**src/hw/rtl/gaussian_blur_rgb_macros.svh**
```systemverilog
// Assertion macros shared by the blur block; compiled out for synthesis.
`ifndef GAUSSIAN_BLUR_RGB_MACROS_SVH
`define GAUSSIAN_BLUR_RGB_MACROS_SVH

`ifndef SYNTHESIS
// Same-cycle implication, clocked on clk and disabled during reset.
`define GBR_ASSERT_NOW(lbl, ante, cons) \
  lbl: assert property (@(posedge clk) disable iff (!rst_n) (ante) |-> (cons)) \
    else $error("gaussian_blur_rgb: same-cycle check failed");
// Next-cycle implication, clocked on clk and disabled during reset.
`define GBR_ASSERT_NEXT(lbl, ante, cons) \
  lbl: assert property (@(posedge clk) disable iff (!rst_n) (ante) |=> (cons)) \
    else $error("gaussian_blur_rgb: next-cycle check failed");
`else
`define GBR_ASSERT_NOW(lbl, ante, cons)
`define GBR_ASSERT_NEXT(lbl, ante, cons)
`endif

`endif

```
**src/hw/rtl/gbr_pkg.sv**
```systemverilog
// Shared constants, weight table and types of the Gaussian blur block.
`timescale 1ns / 1ps
package gbr_pkg;

  // Frame geometry and window size.
  localparam int MAX_WIDTH  = 128;
  localparam int MAX_HEIGHT = 128;
  localparam int RADIUS     = 10;
  localparam int TAPS       = 2 * RADIUS + 1;
  localparam int TAPS_MAX   = 16;

  localparam int POS_W   = 7;
  localparam int CHAN_W  = 8;
  localparam int PIX_W   = 3 * CHAN_W;
  localparam int COL_W   = $clog2(MAX_WIDTH);
  localparam int ROW_W   = $clog2(MAX_HEIGHT);
  localparam int DEPTH   = MAX_WIDTH * MAX_HEIGHT;
  localparam int ADDR_W  = $clog2(DEPTH);
  localparam int OFF_W   = $clog2(TAPS);
  localparam int IDX_W   = $clog2(TAPS_MAX);

  // Arithmetic widths: Q0.16 taps, Q0.32 2-D weights, 8-bit samples.
  localparam int FRAC_W  = 16;
  localparam int WGT_W   = FRAC_W + 1;
  localparam int WPROD_W = 2 * FRAC_W + 1;
  localparam int ACC_W   = WPROD_W + CHAN_W;

  // Stream and register port widths.
  localparam int IN_DATA_W  = ((2 * POS_W + PIX_W + 7) / 8) * 8;
  localparam int OUT_DATA_W = ((PIX_W + 2 * POS_W + 7) / 8) * 8;
  localparam int CFG_ADDR_W = 3;
  localparam int CFG_DATA_W = 32;
  localparam int REG_W      = 8;

  // Register indexes and reset values.
  localparam logic REG_FRAME_WIDTH  = 1'b0;
  localparam logic REG_FRAME_HEIGHT = 1'b1;
  localparam logic [REG_W-1:0] FRAME_WIDTH_RST  = REG_W'(128);
  localparam logic [REG_W-1:0] FRAME_HEIGHT_RST = REG_W'(128);

  // Item kinds carried on tuser.
  localparam logic ACT_LOAD    = 1'b0;
  localparam logic ACT_COMPUTE = 1'b1;

  // exp(-k*k/200) in Q0.16, rounded.
  localparam longint unsigned ONE_Q16 = 64'd65536;
  localparam longint unsigned GAUSS_RAW [TAPS_MAX] = '{
    64'd65536, 64'd65209, 64'd64238, 64'd62652, 64'd60497, 64'd57835, 64'd54740, 64'd51295,
    64'd47589, 64'd43711, 64'd39750, 64'd35788, 64'd31900, 64'd28151, 64'd24596, 64'd21276
  };

  // Sum of the raw kernel across the whole window.
  function automatic longint unsigned gauss_sum();
    longint unsigned s;
    s = GAUSS_RAW[0];
    for (int k = 1; k <= RADIUS; k++) begin
      s = s + 2 * GAUSS_RAW[k];
    end
    return s;
  endfunction

  localparam longint unsigned GSUM = gauss_sum();
  localparam longint unsigned GHALF = GSUM / 2;

  // Normalized side taps, rounded to nearest.
  localparam longint unsigned WS1  = (RADIUS >= 1)  ? (GAUSS_RAW[1]  * ONE_Q16 + GHALF) / GSUM : 0;
  localparam longint unsigned WS2  = (RADIUS >= 2)  ? (GAUSS_RAW[2]  * ONE_Q16 + GHALF) / GSUM : 0;
  localparam longint unsigned WS3  = (RADIUS >= 3)  ? (GAUSS_RAW[3]  * ONE_Q16 + GHALF) / GSUM : 0;
  localparam longint unsigned WS4  = (RADIUS >= 4)  ? (GAUSS_RAW[4]  * ONE_Q16 + GHALF) / GSUM : 0;
  localparam longint unsigned WS5  = (RADIUS >= 5)  ? (GAUSS_RAW[5]  * ONE_Q16 + GHALF) / GSUM : 0;
  localparam longint unsigned WS6  = (RADIUS >= 6)  ? (GAUSS_RAW[6]  * ONE_Q16 + GHALF) / GSUM : 0;
  localparam longint unsigned WS7  = (RADIUS >= 7)  ? (GAUSS_RAW[7]  * ONE_Q16 + GHALF) / GSUM : 0;
  localparam longint unsigned WS8  = (RADIUS >= 8)  ? (GAUSS_RAW[8]  * ONE_Q16 + GHALF) / GSUM : 0;
  localparam longint unsigned WS9  = (RADIUS >= 9)  ? (GAUSS_RAW[9]  * ONE_Q16 + GHALF) / GSUM : 0;
  localparam longint unsigned WS10 = (RADIUS >= 10) ? (GAUSS_RAW[10] * ONE_Q16 + GHALF) / GSUM : 0;
  localparam longint unsigned WS11 = (RADIUS >= 11) ? (GAUSS_RAW[11] * ONE_Q16 + GHALF) / GSUM : 0;
  localparam longint unsigned WS12 = (RADIUS >= 12) ? (GAUSS_RAW[12] * ONE_Q16 + GHALF) / GSUM : 0;
  localparam longint unsigned WS13 = (RADIUS >= 13) ? (GAUSS_RAW[13] * ONE_Q16 + GHALF) / GSUM : 0;
  localparam longint unsigned WS14 = (RADIUS >= 14) ? (GAUSS_RAW[14] * ONE_Q16 + GHALF) / GSUM : 0;
  localparam longint unsigned WS15 = (RADIUS >= 15) ? (GAUSS_RAW[15] * ONE_Q16 + GHALF) / GSUM : 0;

  // The center tap takes up the rounding so the taps sum to exactly one.
  localparam longint unsigned WS0 = ONE_Q16 - 2 * (WS1 + WS2 + WS3 + WS4 + WS5 + WS6 + WS7 +
                                    WS8 + WS9 + WS10 + WS11 + WS12 + WS13 + WS14 + WS15);

  localparam logic [WGT_W-1:0] WEIGHT [TAPS_MAX] = '{
    WGT_W'(WS0),  WGT_W'(WS1),  WGT_W'(WS2),  WGT_W'(WS3),
    WGT_W'(WS4),  WGT_W'(WS5),  WGT_W'(WS6),  WGT_W'(WS7),
    WGT_W'(WS8),  WGT_W'(WS9),  WGT_W'(WS10), WGT_W'(WS11),
    WGT_W'(WS12), WGT_W'(WS13), WGT_W'(WS14), WGT_W'(WS15)
  };

  // Control that travels with each window tap down the datapath.
  typedef struct packed {
    logic valid;
    logic first;
    logic last;
  } tap_ctl_t;

endpackage

```
**src/hw/rtl/gbr_mac.sv**
```systemverilog
// Multiply-accumulate unit shared by every tap of the window, one lane per color.
`timescale 1ns / 1ps
module gbr_mac (
  input  logic                           clk,
  input  logic                           rst_n,
  input  gbr_pkg::tap_ctl_t              tap,
  input  logic [gbr_pkg::WPROD_W-1:0]    wgt,
  input  logic [gbr_pkg::PIX_W-1:0]      pix,
  output logic                           done,
  output logic [gbr_pkg::CHAN_W-1:0]     res_red,
  output logic [gbr_pkg::CHAN_W-1:0]     res_green,
  output logic [gbr_pkg::CHAN_W-1:0]     res_blue
);

  localparam int SHIFT = 2 * gbr_pkg::FRAC_W;

  gbr_pkg::tap_ctl_t             ctl_r;
  logic                          done_r;
  logic [gbr_pkg::ACC_W-1:0]     prod_r [3];
  logic [gbr_pkg::ACC_W-1:0]     acc_r  [3];

  // Lane 0 is red in the top byte of the pixel, lane 2 is blue.
  always_ff @(posedge clk) begin
    for (int c = 0; c < 3; c++) begin
      prod_r[c] <= gbr_pkg::ACC_W'(wgt) *
                   gbr_pkg::ACC_W'(pix[(2 - c) * gbr_pkg::CHAN_W +: gbr_pkg::CHAN_W]);
    end
  end

  // The first tap of a window restarts the sums.
  always_ff @(posedge clk) begin
    if (ctl_r.valid) begin
      for (int c = 0; c < 3; c++) begin
        acc_r[c] <= ctl_r.first ? prod_r[c] : acc_r[c] + prod_r[c];
      end
    end
  end

  always_ff @(posedge clk) begin
    if (!rst_n) begin
      ctl_r  <= '0;
      done_r <= 1'b0;
    end else begin
      ctl_r  <= tap;
      done_r <= ctl_r.valid && ctl_r.last;
    end
  end

  // The sums hold after the last tap until the next window starts.
  assign done      = done_r;
  assign res_red   = acc_r[0][SHIFT +: gbr_pkg::CHAN_W];
  assign res_green = acc_r[1][SHIFT +: gbr_pkg::CHAN_W];
  assign res_blue  = acc_r[2][SHIFT +: gbr_pkg::CHAN_W];

endmodule

```
**config.mk**
```make
export PLATFORM = sky130hd
export DESIGN_NAME = gbr_mac
export DESIGN_NICKNAME = d
export VERILOG_FILES = /design/src/hw/rtl/gaussian_blur_rgb_macros.svh /design/src/hw/rtl/gbr_pkg.sv /design/src/hw/rtl/gbr_mac.sv
export SDC_FILE = /design/constraint.sdc
export NUM_CORES = 2
export LEC_CHECK = 0
export BUFFER_PORTS_ARGS = -buffer_cell sky130_fd_sc_hd__buf_2
export CAP_MARGIN = 20
export CORE_UTILIZATION = 35
export CTS_CLUSTER_DIAMETER = 200
export CTS_CLUSTER_SIZE = 28
export DETAILED_ROUTE_END_ITERATION = 6
export PLACE_DENSITY = 0.58
export SYNTH_ARGS = -nofsm -noshare
export SYNTH_HDL_FRONTEND = slang
export SYNTH_SLANG_ARGS = --single-unit
```
**constraint.sdc**
```tcl
create_clock -name clk -period 16 [get_ports clk]
set_input_delay 3.2 -clock clk [delete_from_list [all_inputs] [get_ports clk]]
set_output_delay 3.2 -clock clk [all_outputs]
set_load 0.01 [all_outputs]
```
==> impl_metrics.json <==
{
  "p_sw_share_pct": 50.1,
  "gp_congestion": 0.858,
  "cp.depth": 19,
  "synth_enable_flop_cells": 120,
  "ant_nets": 0,
  "synth_flop_cell": "dfxtp_1",
  "crit_path_end_kind": "flip-flop",
  "setup_ws_ns": 7.57,
  "grt_pass1_vias": 29339,
  "clock_latency_ns": 0.54,
  "crit_slowest_cell": "a2111oi_1",
  "reg2reg_slack_ns": 12.20,
  "peakVddDrop_mv": 0.0838,
  "reg2reg_from": "acc_r[0][82]$_DFFE_PP_",
  "grtUsageTotal_pct": 16.9,
  "grt_pass1_wl_mm": 154,
  "rsz0062_at_grt": "false",
  "ys_async_sr_fraction_pct": 0,
  "crit_top_cell": "fa_1",
  "ys_seq_area_share_pct": 15.9,
  "finish.net_count": 5056,
  "fp.dieW_um": 333,
  "fin_crit_ns": 8.43,
  "post-route-period-util_pct": 52.7,
  "worstPathArrival_ns": 8.86,
  "p_sw_mw": 3.85,
  "worstHoldPathCells": 1,
  "antenna_found_initial": 13,
  "p_leak_nw": 18.7,
  "pin_count": 87,
  "drt_iter0_drc": 1530,
  "cp-endpoint": "prod_r[0][120]$_DFF_P_",
  "syn_area_um2": 38300,
  "post_cts_buffers": 0,
  "syn_area_per_cell_um2": 8.95,
  "rr_endpoint": "acc_r[0][120]$_DFFE_PP_",
  "critPathKind": "in2reg",
  "crit_family": "adder cells",
  "start_util_pct": 35.2,
  "drv_cap": 0,
  "synth.distinct_cells": 83,
  "overflow": 0,
  "vias": 28342,
  "pre_cts_ws_ns": 7.01,
  "synth_area_leaders": "fa_1 29%, and2_1 10%, ha_1 9.6%, edfxtp_1 9.4%, dfxtp_1 6.5%",
  "numCtsBuffers": 12,
  "slowest_delay_ns": 0.73,
  "dpl.hpwl_mm": 70.6,
  "timing.fmax_mhz": 119,
  "synthCells": 4282,
  "finalMaxSlewViolations": 0,
  "start_kind": "input pin",
  "viasPerCell": 5.09,
  "ff2ff_path_depth": 13,
  "nFillCells": 11137,
  "synthTopCellsByCount": "631 x and2_1, 558 x fa_1, 548 x inv_1",
  "combPwrFrac_pct": 79.0,
  "finalHoldViolations": 0,
  "grt_max_degree": 83,
  "syn_nets": 5196,
  "clockPowerShare_pct": 4.9,
  "htree_levels": 1,
  "yosysWarnings": 0,
  "area_growth_pct": 4.18,
  "routed_wl_mm": 92.4,
  "clk_pin_slew_worst_paths_ns": 0.13,
  "clock_path_buffers": 3,
  "critical_path_required_ns": 16.43,
  "cts-root-buf": "clkbuf_16",
  "slew_headroom_pct": 35.4,
  "worst_hold_path_type": "reg2reg",
  "wl_per_cell_um": 16.6,
  "power.density_nw_per_um2": 193,
  "startpoint": "pix[4]",
  "port_buffers": 86,
  "intPower_mw": 3.83,
  "dieArea_um2": 111000,
  "layout-drive-gt1-share_pct": 3.38,
  "tightest_slew_ns": 0.968,
  "core_um2": 109000,
  "yosys.cell_count.top_type": "and2_1",
  "cts_hold_buf": 0,
  "post_cts_resized": 0,
  "crit_path_max_fanout": 33,
  "skew_ns": 0.0316,
  "power_frac_seq_pct": 16.2,
  "rows": 121,
  "status": "completed",
  "critPathBufInv": 3,
  "cts_sinks": 244,
  "tns_ns": 0,
  "yosysTopAreaCellShare_pct": 29.2,
  "fp.dieH_um": 333,
  "power_mw": 7.69,
  "drc": 0,
  "drt_first_pass_iters": 6,
  "ys_ff_latch": 244,
  "yosys.area.top_type": "fa_1",
  "setup_violations": 0,
  "tritoncts": "built",
  "cp_cell_sequence": "buf_2, and2_1, fa_1, fa_1, fa_1, inv_1, fa_1, inv_1, ha_1, a21oi_1, o211ai_1, a221oi_1, nor2_1, a2111oi_1, nor3_1, o22a_1, a41oi_1, mux2i_1, nand2_1"
}
## cells in the final DEF (no fill, tap or decap), types with 27 or more instances in the layout
| master | instances |
|---|---|
| dfxtp_1 | 122 |
| o21bai_1 | 31 |
| fa_1 | 558 |
| a21oi_1 | 217 |
| and3_1 | 31 |
| a21o_1 | 151 |
| o21ai_0 | 147 |
| edfxtp_1 | 120 |
| xnor2_1 | 125 |
| nand3_1 | 42 |
| and2_1 | 631 |
| o21ai_1 | 57 |
| xor2_1 | 81 |
| nor2_1 | 109 |
| inv_1 | 548 |
| buf_2 | 86 |
| o21a_1 | 27 |
| nor3_1 | 31 |
| nand4_1 | 50 |
| ha_1 | 294 |
| a31oi_1 | 34 |
| nand2_1 | 397 |
## layout make-up
cell class                 count  area, µm²  share of cell area (%)
multi-input combinational   3244      29100                    73.0
sequential                   244       6090                    15.3
inverter                     548       2060                    5.15
tap                         1414       1770                    4.43
timing repair buffer          92        475                    1.19
clock buffer                  19        348                   0.872
antenna                        6       15.0                  0.0376
clock inverter                 1       8.76                  0.0219
## sequential cells by signal, indices dropped and copies added (netlist names)
| signal | flops |
|---|---|
| acc_r | 120 |
| prod_r | 120 |
| ctl_r | 3 |
| done | 1 |
## per-layer routing
| layer | part of all wire, % | up-vias | track usage, % |
|---|---|---|---|
| li1 | - | 13567 | - |
| met1 | 47 | 14271 | 23.4 |
| met2 | 48 | 407 | 28.9 |
| met3 | 3.8 | 83 | 1.63 |
| met4 | 1.4 | 14 | 2.61 |
| met5 | 0.094 | - | 0 |
## power groups by stage
stage	clock, mW	combinational (mW)	sequential [mW]
6_report	0.373	6.07	1.24
3_3_place_gp	0	6.01	1.26
2_1_floorplan	0	4.85	1.20
3_5_place_dp	0	6.06	1.26
5_1_grt	0.415	6.91	1.27
4_1_cts	0.398	6.10	1.25
## stage by stage
stage	instance area, µm²	util (%)	std cells	hold slack (ns)
after detailed placement	39500	36.4	5542	0.442
after global placement	39500	36.4	5542	0.435
after CTS	39900	36.7	5562	0.474
after global routing	39900	36.7	5562	0.506
after floorplan	38300	-	4282	0.429
final	39900	36.7	5568	0.469
## logic make-up after synthesis
logic type	count (synthesis)	synth area share (%)
buffers and inverters	794	8.03
xor gates and xnor gates	206	4.71
DFF	244	15.9
adders and majority gates	852	38.8
AOI/OAI and AO/OA	798	13.2
and+or+nand+nor	1370	18.9
muxes	18	0.496
## worst min-delay path by stage
| stage | to | from |
|---|---|---|
| finish | done$_SDFF_PN0_ | ctl_r[0]$_SDFF_PN0_ |
| detailed placement | done$_SDFF_PN0_ | ctl_r[0]$_SDFF_PN0_ |
| global placement | done$_SDFF_PN0_ | ctl_r[0]$_SDFF_PN0_ |
| floorplan | done$_SDFF_PN0_ | ctl_r[0]$_SDFF_PN0_ |
| CTS | done$_SDFF_PN0_ | ctl_r[0]$_SDFF_PN0_ |
| global route | done$_SDFF_PN0_ | ctl_r[0]$_SDFF_PN0_ |
(Power assumes the default switching activity.)
