[config.mk]
export PLATFORM = sky130hd
export DESIGN_NAME = gbr_tap_seq
export DESIGN_NICKNAME = d
export VERILOG_FILES = /design/src/hw/rtl/gaussian_blur_rgb_macros.svh /design/src/hw/rtl/gbr_pkg.sv /design/src/hw/rtl/gbr_tap_seq.sv
export SDC_FILE = /design/constraint.sdc
export NUM_CORES = 1
export LEC_CHECK = 0
export BUFFER_PORTS_ARGS = -buffer_cell sky130_fd_sc_hd__buf_2
export CORE_UTILIZATION = 45
export CTS_BUF_LIST = sky130_fd_sc_hd__clkbuf_16
export CTS_CLUSTER_SIZE = 30
export DETAILED_ROUTE_END_ITERATION = 7
export GPL_TIMING_DRIVEN = 0
export HOLD_SLACK_MARGIN = 0.06
export PLACE_DENSITY_LB_ADDON = 0.25
export SYNTH_ARGS = -nofsm -noshare
export SYNTH_HDL_FRONTEND = slang
export SYNTH_SLANG_ARGS = --single-unit
[constraint.sdc]
create_clock -name clk -period 10.28 [get_ports clk]
set_clock_uncertainty 0.05 [all_clocks]
set_input_delay 0.514 -clock clk [delete_from_list [all_inputs] [get_ports clk]]
set_output_delay 0.514 -clock clk [all_outputs]
set_load 0.005 [all_outputs]
[src/hw/rtl/gaussian_blur_rgb_macros.svh]
// Assertion macros shared by the blur block; compiled out for synthesis.
`ifndef GAUSSIAN_BLUR_RGB_MACROS_SVH
`define GAUSSIAN_BLUR_RGB_MACROS_SVH

`ifndef SYNTHESIS
// Same-cycle implication, clocked on clk and disabled during reset.
`define GBR_ASSERT_NOW(lbl, ante, cons) \
  lbl: assert property (@(posedge clk) disable iff (!rst_n) (ante) |-> (cons)) \
    else $error("gaussian_blur_rgb: same-cycle check failed");
// Next-cycle implication, clocked on clk and disabled during reset.
`define GBR_ASSERT_NEXT(lbl, ante, cons) \
  lbl: assert property (@(posedge clk) disable iff (!rst_n) (ante) |=> (cons)) \
    else $error("gaussian_blur_rgb: next-cycle check failed");
`else
`define GBR_ASSERT_NOW(lbl, ante, cons)
`define GBR_ASSERT_NEXT(lbl, ante, cons)
`endif

`endif

[src/hw/rtl/gbr_pkg.sv]
// Shared constants, weight table and types of the Gaussian blur block.
`timescale 1ns / 1ps
package gbr_pkg;

  // Frame geometry and window size.
  localparam int MAX_WIDTH  = 128;
  localparam int MAX_HEIGHT = 128;
  localparam int RADIUS     = 10;
  localparam int TAPS       = 2 * RADIUS + 1;
  localparam int TAPS_MAX   = 16;

  localparam int POS_W   = 7;
  localparam int CHAN_W  = 8;
  localparam int PIX_W   = 3 * CHAN_W;
  localparam int COL_W   = $clog2(MAX_WIDTH);
  localparam int ROW_W   = $clog2(MAX_HEIGHT);
  localparam int DEPTH   = MAX_WIDTH * MAX_HEIGHT;
  localparam int ADDR_W  = $clog2(DEPTH);
  localparam int OFF_W   = $clog2(TAPS);
  localparam int IDX_W   = $clog2(TAPS_MAX);

  // Arithmetic widths: Q0.16 taps, Q0.32 2-D weights, 8-bit samples.
  localparam int FRAC_W  = 16;
  localparam int WGT_W   = FRAC_W + 1;
  localparam int WPROD_W = 2 * FRAC_W + 1;
  localparam int ACC_W   = WPROD_W + CHAN_W;

  // Stream and register port widths.
  localparam int IN_DATA_W  = ((2 * POS_W + PIX_W + 7) / 8) * 8;
  localparam int OUT_DATA_W = ((PIX_W + 2 * POS_W + 7) / 8) * 8;
  localparam int CFG_ADDR_W = 3;
  localparam int CFG_DATA_W = 32;
  localparam int REG_W      = 8;

  // Register indexes and reset values.
  localparam logic REG_FRAME_WIDTH  = 1'b0;
  localparam logic REG_FRAME_HEIGHT = 1'b1;
  localparam logic [REG_W-1:0] FRAME_WIDTH_RST  = REG_W'(128);
  localparam logic [REG_W-1:0] FRAME_HEIGHT_RST = REG_W'(128);

  // Item kinds carried on tuser.
  localparam logic ACT_LOAD    = 1'b0;
  localparam logic ACT_COMPUTE = 1'b1;

  // exp(-k*k/200) in Q0.16, rounded.
  localparam longint unsigned ONE_Q16 = 64'd65536;
  localparam longint unsigned GAUSS_RAW [TAPS_MAX] = '{
    64'd65536, 64'd65209, 64'd64238, 64'd62652, 64'd60497, 64'd57835, 64'd54740, 64'd51295,
    64'd47589, 64'd43711, 64'd39750, 64'd35788, 64'd31900, 64'd28151, 64'd24596, 64'd21276
  };

  // Sum of the raw kernel across the whole window.
  function automatic longint unsigned gauss_sum();
    longint unsigned s;
    s = GAUSS_RAW[0];
    for (int k = 1; k <= RADIUS; k++) begin
      s = s + 2 * GAUSS_RAW[k];
    end
    return s;
  endfunction

  localparam longint unsigned GSUM = gauss_sum();
  localparam longint unsigned GHALF = GSUM / 2;

  // Normalized side taps, rounded to nearest.
  localparam longint unsigned WS1  = (RADIUS >= 1)  ? (GAUSS_RAW[1]  * ONE_Q16 + GHALF) / GSUM : 0;
  localparam longint unsigned WS2  = (RADIUS >= 2)  ? (GAUSS_RAW[2]  * ONE_Q16 + GHALF) / GSUM : 0;
  localparam longint unsigned WS3  = (RADIUS >= 3)  ? (GAUSS_RAW[3]  * ONE_Q16 + GHALF) / GSUM : 0;
  localparam longint unsigned WS4  = (RADIUS >= 4)  ? (GAUSS_RAW[4]  * ONE_Q16 + GHALF) / GSUM : 0;
  localparam longint unsigned WS5  = (RADIUS >= 5)  ? (GAUSS_RAW[5]  * ONE_Q16 + GHALF) / GSUM : 0;
  localparam longint unsigned WS6  = (RADIUS >= 6)  ? (GAUSS_RAW[6]  * ONE_Q16 + GHALF) / GSUM : 0;
  localparam longint unsigned WS7  = (RADIUS >= 7)  ? (GAUSS_RAW[7]  * ONE_Q16 + GHALF) / GSUM : 0;
  localparam longint unsigned WS8  = (RADIUS >= 8)  ? (GAUSS_RAW[8]  * ONE_Q16 + GHALF) / GSUM : 0;
  localparam longint unsigned WS9  = (RADIUS >= 9)  ? (GAUSS_RAW[9]  * ONE_Q16 + GHALF) / GSUM : 0;
  localparam longint unsigned WS10 = (RADIUS >= 10) ? (GAUSS_RAW[10] * ONE_Q16 + GHALF) / GSUM : 0;
  localparam longint unsigned WS11 = (RADIUS >= 11) ? (GAUSS_RAW[11] * ONE_Q16 + GHALF) / GSUM : 0;
  localparam longint unsigned WS12 = (RADIUS >= 12) ? (GAUSS_RAW[12] * ONE_Q16 + GHALF) / GSUM : 0;
  localparam longint unsigned WS13 = (RADIUS >= 13) ? (GAUSS_RAW[13] * ONE_Q16 + GHALF) / GSUM : 0;
  localparam longint unsigned WS14 = (RADIUS >= 14) ? (GAUSS_RAW[14] * ONE_Q16 + GHALF) / GSUM : 0;
  localparam longint unsigned WS15 = (RADIUS >= 15) ? (GAUSS_RAW[15] * ONE_Q16 + GHALF) / GSUM : 0;

  // The center tap takes up the rounding so the taps sum to exactly one.
  localparam longint unsigned WS0 = ONE_Q16 - 2 * (WS1 + WS2 + WS3 + WS4 + WS5 + WS6 + WS7 +
                                    WS8 + WS9 + WS10 + WS11 + WS12 + WS13 + WS14 + WS15);

  localparam logic [WGT_W-1:0] WEIGHT [TAPS_MAX] = '{
    WGT_W'(WS0),  WGT_W'(WS1),  WGT_W'(WS2),  WGT_W'(WS3),
    WGT_W'(WS4),  WGT_W'(WS5),  WGT_W'(WS6),  WGT_W'(WS7),
    WGT_W'(WS8),  WGT_W'(WS9),  WGT_W'(WS10), WGT_W'(WS11),
    WGT_W'(WS12), WGT_W'(WS13), WGT_W'(WS14), WGT_W'(WS15)
  };

  // Control that travels with each window tap down the datapath.
  typedef struct packed {
    logic valid;
    logic first;
    logic last;
  } tap_ctl_t;

endpackage

[src/hw/rtl/gbr_tap_seq.sv]
// Window sequencer: walks the taps, clamps coordinates and forms 2-D weights.
`timescale 1ns / 1ps
module gbr_tap_seq (
  input  logic                          clk,
  input  logic                          rst_n,
  input  logic                          start,
  input  logic [gbr_pkg::COL_W-1:0]     pos_x,
  input  logic [gbr_pkg::ROW_W-1:0]     pos_y,
  input  logic [gbr_pkg::COL_W-1:0]     last_x,
  input  logic [gbr_pkg::ROW_W-1:0]     last_y,
  output logic                          busy,
  output logic                          rd_en,
  output logic [gbr_pkg::ADDR_W-1:0]    rd_addr,
  output gbr_pkg::tap_ctl_t             tap,
  output logic [gbr_pkg::WPROD_W-1:0]   wgt
);

  localparam int XW = gbr_pkg::COL_W + 2;
  localparam int YW = gbr_pkg::ROW_W + 2;
  localparam logic [gbr_pkg::OFF_W-1:0] OFF_LAST = gbr_pkg::OFF_W'(gbr_pkg::TAPS - 1);
  localparam logic [gbr_pkg::OFF_W-1:0] OFF_MID  = gbr_pkg::OFF_W'(gbr_pkg::RADIUS);

  logic                          busy_r, busy_nxt;
  logic [gbr_pkg::OFF_W-1:0]     ox_r, ox_nxt;
  logic [gbr_pkg::OFF_W-1:0]     oy_r, oy_nxt;
  gbr_pkg::tap_ctl_t             tap_r, tap_nxt;
  logic [gbr_pkg::WPROD_W-1:0]   wgt_r;

  logic signed [XW-1:0]          cx;
  logic signed [YW-1:0]          cy;
  logic [gbr_pkg::COL_W-1:0]     ix;
  logic [gbr_pkg::ROW_W-1:0]     iy;
  logic [gbr_pkg::IDX_W-1:0]     wix, wiy;
  logic                          row_end, win_end;

  assign row_end = (ox_r == OFF_LAST);
  assign win_end = row_end && (oy_r == OFF_LAST);

  // Tap counters: column offset runs fastest.
  always_comb begin
    busy_nxt = busy_r;
    ox_nxt   = ox_r;
    oy_nxt   = oy_r;
    if (start) begin
      busy_nxt = 1'b1;
      ox_nxt   = '0;
      oy_nxt   = '0;
    end else if (busy_r) begin
      if (row_end) begin
        ox_nxt = '0;
        oy_nxt = oy_r + 1'b1;
      end else begin
        ox_nxt = ox_r + 1'b1;
      end
      if (win_end) begin
        busy_nxt = 1'b0;
      end
    end
  end

  // Clamp the tap coordinates into the active frame.
  always_comb begin
    cx = $signed(XW'(pos_x) + XW'(ox_r) - XW'(gbr_pkg::RADIUS));
    cy = $signed(YW'(pos_y) + YW'(oy_r) - YW'(gbr_pkg::RADIUS));
    if (cx < 0) begin
      ix = '0;
    end else if (cx > $signed(XW'(last_x))) begin
      ix = last_x;
    end else begin
      ix = cx[gbr_pkg::COL_W-1:0];
    end
    if (cy < 0) begin
      iy = '0;
    end else if (cy > $signed(YW'(last_y))) begin
      iy = last_y;
    end else begin
      iy = cy[gbr_pkg::ROW_W-1:0];
    end
  end

  // Distance from the center selects the one-dimensional tap.
  assign wix = (ox_r >= OFF_MID) ? gbr_pkg::IDX_W'(ox_r - OFF_MID)
                                 : gbr_pkg::IDX_W'(OFF_MID - ox_r);
  assign wiy = (oy_r >= OFF_MID) ? gbr_pkg::IDX_W'(oy_r - OFF_MID)
                                 : gbr_pkg::IDX_W'(OFF_MID - oy_r);

  assign rd_en   = busy_r;
  assign rd_addr = gbr_pkg::ADDR_W'(gbr_pkg::ADDR_W'(iy) * gbr_pkg::ADDR_W'(gbr_pkg::MAX_WIDTH)
                   + gbr_pkg::ADDR_W'(ix));

  always_comb begin
    tap_nxt.valid = busy_r;
    tap_nxt.first = busy_r && (ox_r == '0) && (oy_r == '0);
    tap_nxt.last  = busy_r && win_end;
  end

  always_ff @(posedge clk) begin
    if (!rst_n) begin
      busy_r <= 1'b0;
      tap_r  <= '0;
      ox_r   <= '0;
      oy_r   <= '0;
    end else begin
      busy_r <= busy_nxt;
      tap_r  <= tap_nxt;
      ox_r   <= ox_nxt;
      oy_r   <= oy_nxt;
    end
  end

  // The 2-D weight lines up with the pixel read from the frame store.
  always_ff @(posedge clk) begin
    wgt_r <= gbr_pkg::WPROD_W'(gbr_pkg::WEIGHT[wix]) *
             gbr_pkg::WPROD_W'(gbr_pkg::WEIGHT[wiy]);
  end

  assign busy = busy_r;
  assign tap  = tap_r;
  assign wgt  = wgt_r;

endmodule

==> results.txt <==
Netlist cell types = 73
DRT iter0 DRCs = 482
Resized cells post-CTS = 0
Yosys top cell by area = fa_1
combinational share of power = 0.529
WP data arrival = 8.97 ns
CTS Buf Count = 5
Reg power frac = 0.237
final max-slew violation count = 0
Internal Pwr Total = 0.000487 W
setup bufs post-CTS = 0
CP most frequent cell = fa_1
TritonRoute pass-1 iters = 5
sequential share of the synthesized area = 0.0882
WS Path Type = reg -> reg
Area Overhead vs Synth = 9.88%
crit-path max cell delay = 0.65 ns
initial cell density of the core = 0.463
chip height = 144 um
# hold bufs at CTS = 0
PD cells = 80.8 nW/um2
htree depth = 2
worst-skew pair later-pin latency = 0.31 ns
top area cells in the synthesized netlist = fa_1 22%, ha_1 21%, inv_1 9.7%, dfxtp_1 8.8%, a21oi_1 4.1%
R2R depth = 29
HPWL Detailed = 17100 um
outcome = completed
vias in the first global route = 7465
number of core rows = 51
Worst Setup EP = wgt[25]
Ys Warns = 0
# port buffers = 75
CP required = 10.45 ns
Crit. Startpoint = ox_r[0]
CTS Root Cell = clkbuf_16
gr usage total = 0.217
CP Max Fanout = 13
Commonest cells post-synth = 235 x inv_1, 155 x ha_1, 102 x fa_1, 89 x nor2_1, 74 x a21oi_1
Top FF cell, synth = dfxtp_1
CP endpoint kind = flop
EDFF count, synth = 0
Routed WL per cell = 14.4 um
Synth top area share = 0.225
grt ovf = 0
final setup violation count = 0
switching power = 0.000320 W
Design Power = 0.000806 W
setup TNS = 0 ns
CTS tree = done
most numerous cell in the Yosys netlist = inv_1
DR vias = 7686
r2r startpoint = ox_r[0]
final setup margin = 1.48 ns
worst ir drop on vdd = 52.7 uV
die area = 20800 um2
Ant. Diodes = 0
# IOs = 83
part of the cycle the worst path needs = 0.856
clock-pin transition on the worst setup and hold timing paths = 0.06 ns
max cap viols = 0
Min-Delay Path Class = in -> reg
Vias/cell = 5.30
clock share of power = 0.234
Sw Ratio = 0.396
DRC viols = 0
worst r2r dst = wgt[25]
Nets = 1471
remaining antenna violation count after routing = 0
CTS sink count = 40
Synth Area per Inst = 8.29 um2
kind of start point of the critical path = flop
setup slack, reg-to-reg = 1.48 ns
ys async rst share = 0
relative slew slack = 0.343
Slew @ Worst Pin = 0.974 ns
pin count of the biggest net entering global routing = 14
share of layout cells above drive strength 1 = 0.114
Core Region = 19600 um2
GP Congestion = 0.958
first-pass GRT wire length = 35600 um
CP max stage cell = dfxtp_1
Seq cells post-synth = 40
Mapped Cells = 1095
Post-Route WL = 20900 um
die width = 144 um
leak pwr = 5.33 nW
unrepaired setup endpoints after global routing = false
Mapped Area = 9080 um2
Hold Vio Cnt, Final = 0
post-route minimum period = 8.80 ns
initial antenna violation count = 0
Max Root-Sink Buffers = 2
Place WS = 1.57 ns
Peak Freq = 114 MHz
metrics by stage:
| stage | hold WS, ns | cells | util | cell area [um2] |
|---|---|---|---|---|
| floorplan | 0.498 | 1101 | - | 9100 |
| global placement | 0.566 | 1441 | 0.501 | 9810 |
| detailed placement | 0.574 | 1441 | 0.501 | 9810 |
| CTS | 0.407 | 1449 | 0.509 | 9980 |
| global route | 0.420 | 1449 | 0.509 | 9980 |
| finish | 0.404 | 1449 | 0.509 | 9980 |
layout make-up:
| cell class | instances | area [um2] |
|---|---|---|
| Inverter | 235 | 882 |
| Timing Repair Buffer | 75 | 375 |
| Clock inverter | 3 | 42.5 |
| Multi-Input combinational cell | 790 | 7200 |
| Clock buffer | 5 | 125 |
| Tap cell | 265 | 332 |
| Fill cell | 1957 | 9610 |
| Sequential cell | 40 | 801 |
| Buffer | 36 | 223 |
cells in the final DEF (no fill, tap or decap), types with 19 or more instances in the layout:
master,count
dfxtp_1,40
nand3_1,24
inv_1,235
o21ai_0,39
nor2_1,89
buf_2,85
fa_1,102
a21oi_1,74
xnor2_1,19
a21o_1,28
ha_1,155
nand2_1,33
power groups by stage:
stage | registers, W | clock network (W) | logic (W)
after global routing | 0.000194 | 0.000199 | 0.000499
after CTS | 0.000191 | 0.000195 | 0.000431
after global placement | 0.000195 | 0 | 0.000421
final | 0.000191 | 0.000189 | 0.000427
after floorplan | 0.000200 | 0 | 0.000311
after detailed placement | 0.000195 | 0 | 0.000429
kinds of logic (layout without fill, tap and decap cells):
| logic type | count (synthesis) | count (layout) | synth area share |
|---|---|---|---|
| muxes | 10 | 10 | 0.0112 |
| AOI/OAI and AO/OA | 255 | 255 | 0.189 |
| DFF | 40 | 40 | 0.0882 |
| and+or+nand+nor | 234 | 234 | 0.125 |
| other | 1 | 7 | 0.000413 |
| buffers and inverters | 271 | 354 | 0.122 |
| xor gates and xnor gates | 27 | 27 | 0.0260 |
| adders and majority gates | 257 | 257 | 0.438 |
worst min path at each step:
stage	start	to	slack (ns)	cells past startpoint
2_1_floorplan	oy_r[2]	tap[0]	0.50	2
3_3_place_gp	oy_r[2]	tap[0]	0.57	2
3_5_place_dp	oy_r[2]	tap[0]	0.57	2
4_1_cts	start	busy	0.41	3
5_1_grt	rst_n	busy	0.42	2
6_report	start	busy	0.40	3
registers in the layout, indices dropped and copies added, names as in the netlist:
signal and count:
wgt 26, busy 1, tap 3, oy_r 5, ox_r 5
critical path, delay by kind of cell, from the launching register on:
family | cells | cell delay (ns)
DFF | 1 | 0.65
AOI/OAI and AO/OA | 7 | 1.98
buffers and inverters | 7 | 1.03
and+or+nand+nor | 6 | 1.25
adders and majority gates | 9 | 3.77
per-layer routing:
metal  track usage  wire, um
met1         0.294      9550
met2         0.366      9800
met3        0.0248      1140
met4        0.0560       401
met5             0         0
(Power assumes the default switching activity.)
